==> src/design/leh_pkg.sv <==
`timescale 1ns / 1ps

package leh_pkg;

  localparam int BYTE_W    = 8;
  localparam int CFG_IDX_W = 2;

  localparam logic [BYTE_W-1:0] CH_NL = 8'h0A;
  localparam logic [BYTE_W-1:0] CH_BS = 8'h08;
  localparam logic [BYTE_W-1:0] CH_SP = 8'h20;

  localparam logic [BYTE_W-1:0] RST_BACKSPACE = 8'h08;
  localparam logic [BYTE_W-1:0] RST_ENTER     = 8'h0D;
  localparam logic [BYTE_W-1:0] RST_UP        = 8'h10;
  localparam logic [BYTE_W-1:0] RST_DOWN      = 8'h11;

  typedef enum logic [CFG_IDX_W-1:0] {
    REG_BACKSPACE,
    REG_ENTER,
    REG_UP,
    REG_DOWN
  } reg_idx_t;

  typedef enum logic [2:0] {
    CMD_CHAR,
    CMD_ENTER,
    CMD_BACK,
    CMD_UP,
    CMD_DOWN
  } cmd_kind_t;

  typedef struct packed {
    cmd_kind_t         kind;
    logic [BYTE_W-1:0] key;
  } cmd_t;

  typedef struct packed {
    logic [BYTE_W-1:0] out_byte;
    logic              is_line_byte;
    logic              line_end;
    logic              last;
  } res_t;

  typedef enum logic [3:0] {
    ST_IDLE,
    ST_NL,
    ST_LINE,
    ST_ERASE1,
    ST_ERASE2,
    ST_ERASE3,
    ST_LOOKUP,
    ST_FETCH,
    ST_TEXT,
    ST_CHAR
  } back_state_t;

endpackage

==> src/design/leh_fifo.sv <==
`timescale 1ns / 1ps

module leh_fifo #(
  parameter int WIDTH = 11,
  parameter int DEPTH = 2
) (
  input  logic             clk,
  input  logic             rst_n,
  input  logic             push,
  input  logic [WIDTH-1:0] wdata,
  output logic             full,
  input  logic             pop,
  output logic [WIDTH-1:0] rdata,
  output logic             empty
);

  localparam int PTR_W = (DEPTH > 1) ? $clog2(DEPTH) : 1;
  localparam int CNT_W = $clog2(DEPTH + 1);

  logic [WIDTH-1:0] mem_r [DEPTH];
  logic [PTR_W-1:0] wr_ptr_r, wr_ptr_nxt;
  logic [PTR_W-1:0] rd_ptr_r, rd_ptr_nxt;
  logic [CNT_W-1:0] cnt_r, cnt_nxt;
  logic             do_push, do_pop;

  assign full    = (cnt_r == CNT_W'(DEPTH));
  assign empty   = (cnt_r == '0);
  assign do_push = push && !full;
  assign do_pop  = pop && !empty;
  assign rdata   = mem_r[rd_ptr_r];

  always_comb begin
    wr_ptr_nxt = wr_ptr_r;
    rd_ptr_nxt = rd_ptr_r;
    cnt_nxt    = cnt_r;
    if (do_push) begin
      wr_ptr_nxt = (wr_ptr_r == PTR_W'(DEPTH - 1)) ? '0 : wr_ptr_r + PTR_W'(1);
    end
    if (do_pop) begin
      rd_ptr_nxt = (rd_ptr_r == PTR_W'(DEPTH - 1)) ? '0 : rd_ptr_r + PTR_W'(1);
    end
    if (do_push && !do_pop) begin
      cnt_nxt = cnt_r + CNT_W'(1);
    end else if (do_pop && !do_push) begin
      cnt_nxt = cnt_r - CNT_W'(1);
    end
  end

  always_ff @(posedge clk) begin
    if (!rst_n) begin
      wr_ptr_r <= '0;
      rd_ptr_r <= '0;
      cnt_r    <= '0;
    end else begin
      wr_ptr_r <= wr_ptr_nxt;
      rd_ptr_r <= rd_ptr_nxt;
      cnt_r    <= cnt_nxt;
    end
  end

  always_ff @(posedge clk) begin
    if (do_push) begin
      mem_r[wr_ptr_r] <= wdata;
    end
  end

`ifndef SYNTH
  a_cnt_bound: assert property (@(posedge clk) disable iff (!rst_n)
    cnt_r <= CNT_W'(DEPTH))
    else $error("queue fill count past depth");
`endif

endmodule

==> src/design/leh_front.sv <==
`timescale 1ns / 1ps

module leh_front (
  input  logic                           clk,
  input  logic                           rst_n,
  input  logic                           cfg_we,
  input  logic [leh_pkg::CFG_IDX_W-1:0]  cfg_index,
  input  logic [leh_pkg::BYTE_W-1:0]     cfg_data,
  input  logic                           in_push,
  input  logic [leh_pkg::BYTE_W-1:0]     in_key_byte,
  output logic                           in_full,
  output logic                           cmd_push,
  output leh_pkg::cmd_t                  cmd,
  input  logic                           cmd_full
);

  import leh_pkg::*;

  logic [BYTE_W-1:0] bs_code_r, enter_code_r, up_code_r, down_code_r;

  always_ff @(posedge clk) begin
    if (!rst_n) begin
      bs_code_r    <= RST_BACKSPACE;
      enter_code_r <= RST_ENTER;
      up_code_r    <= RST_UP;
      down_code_r  <= RST_DOWN;
    end else if (cfg_we) begin
      case (reg_idx_t'(cfg_index))
        REG_BACKSPACE: bs_code_r    <= cfg_data;
        REG_ENTER:     enter_code_r <= cfg_data;
        REG_UP:        up_code_r    <= cfg_data;
        REG_DOWN:      down_code_r  <= cfg_data;
        default: ;
      endcase
    end
  end

  // enter beats backspace, backspace beats up, up beats down
  always_comb begin
    cmd.key = in_key_byte;
    if (in_key_byte == enter_code_r) begin
      cmd.kind = CMD_ENTER;
    end else if (in_key_byte == bs_code_r) begin
      cmd.kind = CMD_BACK;
    end else if (in_key_byte == up_code_r) begin
      cmd.kind = CMD_UP;
    end else if (in_key_byte == down_code_r) begin
      cmd.kind = CMD_DOWN;
    end else begin
      cmd.kind = CMD_CHAR;
    end
  end

  assign in_full  = cmd_full;
  assign cmd_push = in_push && !cmd_full;

endmodule

==> src/design/leh_back.sv <==
`timescale 1ns / 1ps

module leh_back #(
  parameter int HISTORY_DEPTH = 16,
  parameter int LINE_BYTES    = 16
) (
  input  logic          clk,
  input  logic          rst_n,
  input  logic          cmd_empty,
  input  leh_pkg::cmd_t cmd,
  output logic          cmd_pop,
  input  logic          res_full,
  output logic          res_push,
  output leh_pkg::res_t res
);

  import leh_pkg::*;

  localparam int LEN_W      = $clog2(LINE_BYTES);
  localparam int SLOT_W     = (HISTORY_DEPTH > 1) ? $clog2(HISTORY_DEPTH) : 1;
  localparam int CNT_W      = $clog2(HISTORY_DEPTH + 1);
  localparam int SUM_W      = CNT_W + 1;
  localparam int HMEM_DEPTH = HISTORY_DEPTH << LEN_W;

  back_state_t state_r, state_nxt;

  logic [LEN_W-1:0]  len_r, len_nxt;
  logic [SLOT_W-1:0] ws_r, ws_nxt;
  logic [CNT_W-1:0]  stored_r, stored_nxt;
  logic [CNT_W-1:0]  rp_r, rp_nxt;          // recall depth in lines back, zero on a new line
  logic [LEN_W-1:0]  ecnt_r, ecnt_nxt;
  logic [LEN_W-1:0]  cnt_r, cnt_nxt;
  logic [LEN_W-1:0]  rlen_r, rlen_nxt;
  logic [LEN_W-1:0]  idx_r, idx_nxt;
  logic [SLOT_W-1:0] slot_r, slot_nxt;
  logic              empty_rec_r, empty_rec_nxt;
  logic [BYTE_W-1:0] key_r, key_nxt;

  logic [BYTE_W-1:0] line_r [LINE_BYTES];
  logic [BYTE_W-1:0] hist_mem [HMEM_DEPTH];
  logic [BYTE_W-1:0] hist_rd_r;
  logic [LEN_W-1:0]  hlen_mem [HISTORY_DEPTH];
  logic [LEN_W-1:0]  hlen_rd_r;

  logic              line_we, hist_we, hist_re, hlen_we, hlen_re;
  logic [LEN_W-1:0]  line_waddr;
  logic [BYTE_W-1:0] line_wdata;

  logic              up_ok, dn_ok, bs_ok, ch_ok;
  logic [CNT_W-1:0]  rp_step;
  logic [SUM_W-1:0]  slot_sum;
  logic [SLOT_W-1:0] slot_calc;
  logic [LEN_W-1:0]  lookup_len;
  logic              line_done, erase_done, text_done;

  assign up_ok = (cmd.kind == CMD_UP) && (rp_r < stored_r);
  assign dn_ok = (cmd.kind == CMD_DOWN) && (rp_r != '0);
  assign bs_ok = (cmd.kind == CMD_BACK) && (len_r != '0);
  assign ch_ok = (cmd.kind == CMD_CHAR) && (len_r != LEN_W'(LINE_BYTES - 1));

  // ring slot of the recalled line: write slot minus new depth, modulo ring size
  assign rp_step   = (cmd.kind == CMD_UP) ? rp_r + CNT_W'(1) : rp_r - CNT_W'(1);
  assign slot_sum  = SUM_W'(ws_r) + SUM_W'(HISTORY_DEPTH) - SUM_W'(rp_step);
  assign slot_calc = (slot_sum >= SUM_W'(HISTORY_DEPTH)) ?
                     SLOT_W'(slot_sum - SUM_W'(HISTORY_DEPTH)) : SLOT_W'(slot_sum);

  assign lookup_len = empty_rec_r ? '0 : hlen_rd_r;
  assign line_done  = (idx_r == len_r - LEN_W'(1));
  assign erase_done = (cnt_r == ecnt_r - LEN_W'(1));
  assign text_done  = (idx_r == rlen_r - LEN_W'(1));

  always_comb begin
    state_nxt = state_r;
    case (state_r)
      ST_IDLE: begin
        if (!cmd_empty) begin
          if (cmd.kind == CMD_ENTER) begin
            state_nxt = ST_NL;
          end else if (bs_ok) begin
            state_nxt = ST_ERASE1;
          end else if (up_ok || dn_ok) begin
            state_nxt = ST_LOOKUP;
          end else if (ch_ok) begin
            state_nxt = ST_CHAR;
          end
        end
      end
      ST_NL: begin
        if (!res_full) begin
          state_nxt = (len_r == '0) ? ST_IDLE : ST_LINE;
        end
      end
      ST_LINE: begin
        if (!res_full && line_done) begin
          state_nxt = ST_IDLE;
        end
      end
      ST_ERASE1: begin
        if (!res_full && erase_done) begin
          state_nxt = ST_ERASE2;
        end
      end
      ST_ERASE2: begin
        if (!res_full && erase_done) begin
          state_nxt = ST_ERASE3;
        end
      end
      ST_ERASE3: begin
        if (!res_full && erase_done) begin
          state_nxt = (rlen_r != '0) ? ST_FETCH : ST_IDLE;
        end
      end
      ST_LOOKUP: begin
        if (len_r != '0) begin
          state_nxt = ST_ERASE1;
        end else if (lookup_len != '0) begin
          state_nxt = ST_FETCH;
        end else begin
          state_nxt = ST_IDLE;
        end
      end
      ST_FETCH: begin
        state_nxt = ST_TEXT;
      end
      ST_TEXT: begin
        if (!res_full) begin
          state_nxt = text_done ? ST_IDLE : ST_FETCH;
        end
      end
      ST_CHAR: begin
        if (!res_full) begin
          state_nxt = ST_IDLE;
        end
      end
      default: begin
        state_nxt = ST_IDLE;
      end
    endcase
  end

  always_comb begin
    cmd_pop    = 1'b0;
    res_push   = 1'b0;
    res        = '{out_byte: CH_BS, is_line_byte: 1'b0, line_end: 1'b0, last: 1'b0};
    line_we    = 1'b0;
    line_waddr = len_r;
    line_wdata = cmd.key;
    hist_we    = 1'b0;
    hist_re    = 1'b0;
    hlen_we    = 1'b0;
    hlen_re    = 1'b0;
    case (state_r)
      ST_IDLE: begin
        cmd_pop = !cmd_empty;
        hlen_re = !cmd_empty && (cmd.kind != CMD_ENTER) && (cmd.kind != CMD_BACK) &&
                  (up_ok || dn_ok);
        line_we = !cmd_empty && ch_ok;
      end
      ST_NL: begin
        res      = '{out_byte: CH_NL, is_line_byte: 1'b0,
                     line_end: (len_r == '0), last: (len_r == '0)};
        res_push = !res_full;
      end
      ST_LINE: begin
        res      = '{out_byte: line_r[idx_r], is_line_byte: 1'b1,
                     line_end: line_done, last: line_done};
        res_push = !res_full;
        hist_we  = !res_full;
        hlen_we  = !res_full && line_done;
      end
      ST_ERASE1: begin
        res_push = !res_full;
      end
      ST_ERASE2: begin
        res.out_byte = CH_SP;
        res_push     = !res_full;
      end
      ST_ERASE3: begin
        res.last = erase_done && (rlen_r == '0);
        res_push = !res_full;
      end
      ST_FETCH: begin
        hist_re = 1'b1;
      end
      ST_TEXT: begin
        res        = '{out_byte: hist_rd_r, is_line_byte: 1'b0,
                       line_end: 1'b0, last: text_done};
        res_push   = !res_full;
        line_we    = !res_full;
        line_waddr = idx_r;
        line_wdata = hist_rd_r;
      end
      ST_CHAR: begin
        res      = '{out_byte: key_r, is_line_byte: 1'b0, line_end: 1'b0, last: 1'b1};
        res_push = !res_full;
      end
      default: ;
    endcase
  end

  always_comb begin
    len_nxt       = len_r;
    ws_nxt        = ws_r;
    stored_nxt    = stored_r;
    rp_nxt        = rp_r;
    ecnt_nxt      = ecnt_r;
    cnt_nxt       = cnt_r;
    rlen_nxt      = rlen_r;
    idx_nxt       = idx_r;
    slot_nxt      = slot_r;
    empty_rec_nxt = empty_rec_r;
    key_nxt       = key_r;
    case (state_r)
      ST_IDLE: begin
        if (!cmd_empty) begin
          key_nxt = cmd.key;
          if (cmd.kind == CMD_ENTER) begin
            rp_nxt  = '0;
            idx_nxt = '0;
          end else if (bs_ok) begin
            len_nxt  = len_r - LEN_W'(1);
            ecnt_nxt = LEN_W'(1);
            cnt_nxt  = '0;
            rlen_nxt = '0;
          end else if (up_ok || dn_ok) begin
            rp_nxt        = rp_step;
            slot_nxt      = slot_calc;
            empty_rec_nxt = (rp_step == '0);
          end else if (ch_ok) begin
            len_nxt = len_r + LEN_W'(1);
          end
        end
      end
      ST_LINE: begin
        if (res_push) begin
          if (line_done) begin
            // commit the finished line to the ring
            ws_nxt  = (ws_r == SLOT_W'(HISTORY_DEPTH - 1)) ? '0 : ws_r + SLOT_W'(1);
            len_nxt = '0;
            if (stored_r != CNT_W'(HISTORY_DEPTH)) begin
              stored_nxt = stored_r + CNT_W'(1);
            end
          end else begin
            idx_nxt = idx_r + LEN_W'(1);
          end
        end
      end
      ST_ERASE1, ST_ERASE2, ST_ERASE3: begin
        if (res_push) begin
          cnt_nxt = erase_done ? '0 : cnt_r + LEN_W'(1);
        end
      end
      ST_LOOKUP: begin
        ecnt_nxt = len_r;
        len_nxt  = lookup_len;
        rlen_nxt = lookup_len;
        cnt_nxt  = '0;
        idx_nxt  = '0;
      end
      ST_TEXT: begin
        if (res_push && !text_done) begin
          idx_nxt = idx_r + LEN_W'(1);
        end
      end
      default: ;
    endcase
  end

  always_ff @(posedge clk) begin
    if (!rst_n) begin
      state_r  <= ST_IDLE;
      len_r    <= '0;
      ws_r     <= '0;
      stored_r <= '0;
      rp_r     <= '0;
    end else begin
      state_r  <= state_nxt;
      len_r    <= len_nxt;
      ws_r     <= ws_nxt;
      stored_r <= stored_nxt;
      rp_r     <= rp_nxt;
    end
  end

  always_ff @(posedge clk) begin
    ecnt_r      <= ecnt_nxt;
    cnt_r       <= cnt_nxt;
    rlen_r      <= rlen_nxt;
    idx_r       <= idx_nxt;
    slot_r      <= slot_nxt;
    empty_rec_r <= empty_rec_nxt;
    key_r       <= key_nxt;
  end

  always_ff @(posedge clk) begin
    if (line_we) begin
      line_r[line_waddr] <= line_wdata;
    end
  end

  always_ff @(posedge clk) begin
    if (hist_we) begin
      hist_mem[{ws_r, idx_r}] <= line_r[idx_r];
    end
    if (hist_re) begin
      hist_rd_r <= hist_mem[{slot_r, idx_r}];
    end
  end

  always_ff @(posedge clk) begin
    if (hlen_we) begin
      hlen_mem[ws_r] <= len_r;
    end
    if (hlen_re) begin
      hlen_rd_r <= hlen_mem[slot_calc];
    end
  end

`ifndef SYNTH
  a_len_bound: assert property (@(posedge clk) disable iff (!rst_n)
    len_r <= LEN_W'(LINE_BYTES - 1))
    else $error("line length past capacity");
  a_recall_bound: assert property (@(posedge clk) disable iff (!rst_n)
    rp_r <= stored_r)
    else $error("recall depth past stored lines");
  a_stored_bound: assert property (@(posedge clk) disable iff (!rst_n)
    stored_r <= CNT_W'(HISTORY_DEPTH))
    else $error("stored line count past ring size");
`endif

endmodule

==> src/design/line_editor_with_history_top.sv <==
`timescale 1ns / 1ps

// Console line editor with a ring of recalled lines.
// Input queue: present a key byte on in_key_byte with in_push; it transfers
// at a clock edge where in_full is low. A two-entry command queue sits
// behind the classifier, so up to two keys can be taken while the editor works.
// Result queue: while out_empty is low the oldest result sits on out_byte,
// out_is_line_byte, out_line_end and out_last; it transfers on out_pop.
// out_last marks the final result caused by one key.
// Timing: a key passes through the registered command queue before the editor
// sees it. The result path carries one byte per cycle while the result queue
// has room; a recalled byte first waits in a fetch state for the registered
// read of the history memory, so recalled text comes out more slowly.
// A stalled result queue holds the editor in place; nothing is dropped.
// Reset (rst_n low, synchronous) empties both queues, clears the line and
// the ring, and restores the default key codes; register writes on cfg_*
// take effect at the next edge.
module line_editor_with_history_top #(
  parameter int HISTORY_DEPTH = 16,
  parameter int LINE_BYTES    = 16
) (
  input  logic                          clk,
  input  logic                          rst_n,
  input  logic                          cfg_we,
  input  logic [leh_pkg::CFG_IDX_W-1:0] cfg_index,
  input  logic [leh_pkg::BYTE_W-1:0]    cfg_data,
  input  logic                          in_push,
  input  logic [leh_pkg::BYTE_W-1:0]    in_key_byte,
  output logic                          in_full,
  output logic                          out_empty,
  input  logic                          out_pop,
  output logic [leh_pkg::BYTE_W-1:0]    out_byte,
  output logic                          out_is_line_byte,
  output logic                          out_line_end,
  output logic                          out_last
);

  import leh_pkg::*;

  cmd_t cmd_in, cmd_q;
  logic cmd_push, cmd_full, cmd_empty, cmd_pop;
  res_t res_in, res_q;
  logic res_push, res_full;

  leh_front u_front (
    .clk         (clk),
    .rst_n       (rst_n),
    .cfg_we      (cfg_we),
    .cfg_index   (cfg_index),
    .cfg_data    (cfg_data),
    .in_push     (in_push),
    .in_key_byte (in_key_byte),
    .in_full     (in_full),
    .cmd_push    (cmd_push),
    .cmd         (cmd_in),
    .cmd_full    (cmd_full)
  );

  leh_fifo #(
    .WIDTH ($bits(cmd_t)),
    .DEPTH (2)
  ) u_cmd_q (
    .clk   (clk),
    .rst_n (rst_n),
    .push  (cmd_push),
    .wdata (cmd_in),
    .full  (cmd_full),
    .pop   (cmd_pop),
    .rdata (cmd_q),
    .empty (cmd_empty)
  );

  leh_back #(
    .HISTORY_DEPTH (HISTORY_DEPTH),
    .LINE_BYTES    (LINE_BYTES)
  ) u_back (
    .clk       (clk),
    .rst_n     (rst_n),
    .cmd_empty (cmd_empty),
    .cmd       (cmd_q),
    .cmd_pop   (cmd_pop),
    .res_full  (res_full),
    .res_push  (res_push),
    .res       (res_in)
  );

  leh_fifo #(
    .WIDTH ($bits(res_t)),
    .DEPTH (2)
  ) u_res_q (
    .clk   (clk),
    .rst_n (rst_n),
    .push  (res_push),
    .wdata (res_in),
    .full  (res_full),
    .pop   (out_pop),
    .rdata (res_q),
    .empty (out_empty)
  );

  assign out_byte         = res_q.out_byte;
  assign out_is_line_byte = res_q.is_line_byte;
  assign out_line_end     = res_q.line_end;
  assign out_last         = res_q.last;

endmodule
==> config.mk <==
export PLATFORM = sky130hd
export DESIGN_NAME = line_editor_with_history_top
export DESIGN_NICKNAME = d
export VERILOG_FILES = /design/src/design/leh_pkg.sv /design/src/design/leh_fifo.sv /design/src/design/leh_front.sv /design/src/design/leh_back.sv /design/src/design/line_editor_with_history_top.sv
export SDC_FILE = /design/constraint.sdc
export NUM_CORES = 2
export LEC_CHECK = 0
export ABC_AREA = 1
export BUFFER_PORTS_ARGS = -buffer_cell sky130_fd_sc_hd__buf_4
export CAP_MARGIN = 0
export CORE_ASPECT_RATIO = 1.25
export CORE_UTILIZATION = 50
export CTS_BUF_LIST = sky130_fd_sc_hd__clkbuf_8
export CTS_CLUSTER_SIZE = 10
export DETAILED_ROUTE_END_ITERATION = 12
export PLACE_DENSITY = 0.65
export SYNTH_ARGS = -nofsm -noshare
export SYNTH_HDL_FRONTEND = slang
export SYNTH_SLANG_ARGS = --single-unit
==> constraint.sdc <==
create_clock -name clk -period 9.65 [get_ports clk]
set_input_delay 0.965 -clock clk [delete_from_list [all_inputs] [get_ports clk]]
set_output_delay 0.965 -clock clk [all_outputs]
set_load 0.02 [all_outputs]
==> flow_summary_export.csv <==
group,metric,value,unit
worst_setup_path,critPathRequiredTime,10.47,ns
global_route,grt_overflow_total,0,
timing,setup_viol,0,
clock_tree,root_buffer,"clkbuf_8",
worst_setup_path,crit_arrival,5.62,ns
synth,synth_cell_types,52,
clock_tree,clk_pin_slew,0.07,ns
placed_design,dpl.hpwl,158000,µm
floorplanning,initial_core_util,0.505,
synth,yosysMostFrequentCell,"nand2_1",
global_route,grt_max_degree,219,
drt,ant_nets,0,
worst_setup_path,reg2regPathDepth,14,
clock_tree,postCtsSetupBuffers,0,
synth,ys_ff_latch,2393,
synth,synthTopCellsByCount,"2532 x nand2_1, 2325 x edfxtp_1, 1248 x nor2_1",
synth,syn_inst,9225,
worst_setup_path,path_class,"reg -> reg",
synth,syn_area,0.101,mm²
worst_setup_path,cp-start-kind,"flip-flop",
worst_hold_path,worstHoldPathCells,3,
timing,rsz0062_at_grt,"no",
power_and_ir_drop,fin_total_pwr,36.0,mW
run_status,status,"finished, final reports clean",
power_and_ir_drop,leakage,41.3,nW
worst_setup_path,slowest_delay,0.70,ns
timing,max_freq,208,MHz
power_and_ir_drop,power_density,328,mW/mm²
timing,min_period,4.80,ns
synth,syn_area_per_cell,10.9,µm²
clock_tree,clock_path_buffers,4,
worst_setup_path,worst_path_max_delay_cell,"edfxtp_1",
synth,synth_top_area_frac,0.692,
clock_tree,numCtsBuffers,372,
drt,first_pass_iters,7,
drt,avgViaCountPerCell,5.56,
synth,async_flop_share,0,
worst_setup_path,cp-end-kind,"flip-flop",
timing,period_share,0.497,
synth,ys_warn_count,0,
floorplanning,core,0.200,mm²
clock_tree,htree_levels,5,
global_route,antenna_found_initial,8,
timing,worst_pin_slew,1.26,ns
finish,area_growth,8.78,%
clock_tree,hold_buffers,0,
global_route,grtUsageTotal,0.266,
floorplanning,fp-row-count,183,
clock_tree,clock_latency,1.10,ns
timing,tns,0,ns
synth,syn_nets,9279,
timing,finClkSkew,0.0737,ns
synth,synth_edf_count,2325,
synth,yosysSeqAreaShare,0.706,
timing,relSlewSlack,0.157,
floorplanning,ios,36,
power_and_ir_drop,vdd_drop_max,593,µV
placed_design,gp_congestion,0.907,
finish,layout.nets,9274,
worst_hold_path,hp-class,"in -> reg",
clock_tree,cts.sinks,2393,
clock_tree,post_cts_resized,0,
synth,synth_top_area_cell,"edfxtp_1",
finish,drive_above_1_share,0.0720,
drt,routed_wirelength,274000,µm
drt,via_count,67586,
synth,synthTopCellsByArea,"edfxtp_1 69%, nand2_1 9.4%, nor2_1 4.6%",
timing,hold_viol_final,0,
global_route,grt_pass1_wl,407000,µm
floorplanning,die_w,404,µm
run,drv_cap,0,
placed_design,io_buffer_count,35,
worst_setup_path,critPathMaxFanout,196,
global_route,grt_pass1_vias,65687,
drt,drt_first_iter_violations,7355,
drt,drc,0,
floorplanning,die_height,504,µm
drt,wl_per_cell,22.5,µm
synth,synth_ff_type,"edfxtp_1",
worst_setup_path,crit_top_cell,"nand2_1",
timing,slew_viol_final,0,
floorplanning,die-area,0.204,mm²
worst_setup_path,crit_chain,"buf_4, buf_4, buf_12, nand2_1, nand3_1, nand2_1, nand2_1, nand2_1, nor2_1, nand2_1, nand3_1, nand3_1, nand3_1, nand2_1",
clock_tree,cts_tree,"done",
through the flow:
stage / hold WS (ns) / instances / cell area [µm²] / util / setup slack, ns
floorplan: 0.426 / 9225 / 101000 / - / 4.49
global placement: 0.433 / 11528 / 103000 / 0.517 / 5.01
detailed placement: 0.453 / 11528 / 103000 / 0.517 / 5.03
CTS: 0.0363 / 12156 / 110000 / 0.550 / 4.99
global route: 0.0776 / 12159 / 110000 / 0.550 / 4.67
finish: 0.140 / 12161 / 110000 / 0.550 / 4.85
flip-flops by register name, summed over array words and instances, names as in the netlist, 22 cells and up, named ones only:
| signal | flops |
|---|---|
| u_back.hist_mem | 2048 |
| u_back.line_r | 128 |
| u_back.hlen_mem | 64 |
| u_cmd_q.mem_r | 22 |
| u_res_q.mem_r | 22 |
critical path: cells and delay by family (launching register included):
family,cells,cell delay (ns)
and+or+nand+nor,11,1.81
DFF,1,0.70
buffers and inverters,3,1.73
report_power, final:
group	internal, mW	leakage [nW]	switching [mW]	total, mW
clock network	3.88	3.75	3.87	7.74
logic	2.67	16.0	10.7	13.4
registers	14.7	21.5	0.203	14.9
total	21.2	41.3	14.8	36.0
area by class of cell:
| class | instances | area (µm²) |
|---|---|---|
| multi-input cells | 5664 | 25000 |
| inverters | 665 | 2520 |
| repair buffers | 124 | 1110 |
| well taps | 2682 | 3360 |
| fillers | 16916 | 89900 |
| clock buffers | 391 | 5380 |
| flip-flops and latches | 2393 | 71200 |
| clock inverters | 237 | 1140 |
| diodes | 5 | 12.5 |
kinds of logic after synthesis:
group / after synthesis / share of synthesized area
and+or+nand+nor: 4601 / 0.185
AOI/OAI and AO/OA: 919 / 0.0473
xor gates and xnor gates: 54 / 0.00469
adders and majority gates: 31 / 0.00399
buffers and inverters: 1168 / 0.0474
muxes: 59 / 0.00619
DFF: 2393 / 0.706
layer usage:
metal | routed length (µm) | vias to the layer above | GRT usage | part of all wire
li1 | - | 31128 | - | -
met1 | 104000 | 32820 | 0.340 | 0.38
met2 | 133000 | 2983 | 0.439 | 0.49
met3 | 21700 | 645 | 0.0452 | 0.079
met4 | 14400 | 10 | 0.135 | 0.053
met5 | 65 | - | 0 | 0.00024
worst paths after layout:
| path | start | to | slack (ns) |
|---|---|---|---|
| worst max-delay path | u_back.idx_r[0]$_DFFE_PP_ | u_back.hist_rd_r[5]$_DFFE_PN_ | 4.85 |
| worst max register to register | u_back.idx_r[0]$_DFFE_PP_ | u_back.hist_rd_r[5]$_DFFE_PN_ | 4.85 |
| worst min-delay path | cfg_data[4] | u_front.down_code_r[4]$_SDFFE_PN1P_ | 0.14 |
| worst min register to register | u_cmd_q.rd_ptr_r$_SDFFE_PN0P_ | u_cmd_q.rd_ptr_r$_SDFFE_PN0P_ | 0.48 |
cells in the final DEF, fill, tap and decap left out, types with 7 or more instances in the layout:
cell type and count:
nand3_4 8, nor2_1 1246, o211ai_1 36, nor2_4 7, o21ai_0 558, a21oi_1 268
nor3_1 9, ha_1 29, inv_1 754, clkinv_2 33, nand4_1 36, dfxtp_1 67
inv_2 14, edfxtp_1 2325, buf_4 110, nand2_2 23, o21ai_1 14, xor2_1 31
nand2_1 2508, xnor2_1 23, clkinv_1 81, mux2i_1 32, nand3_1 726, clkbuf_8 391
buf_12 14, mux2_2 27, o22ai_1 33, nand2_4 10
Note: power is estimated with default switching activity, not from simulation.
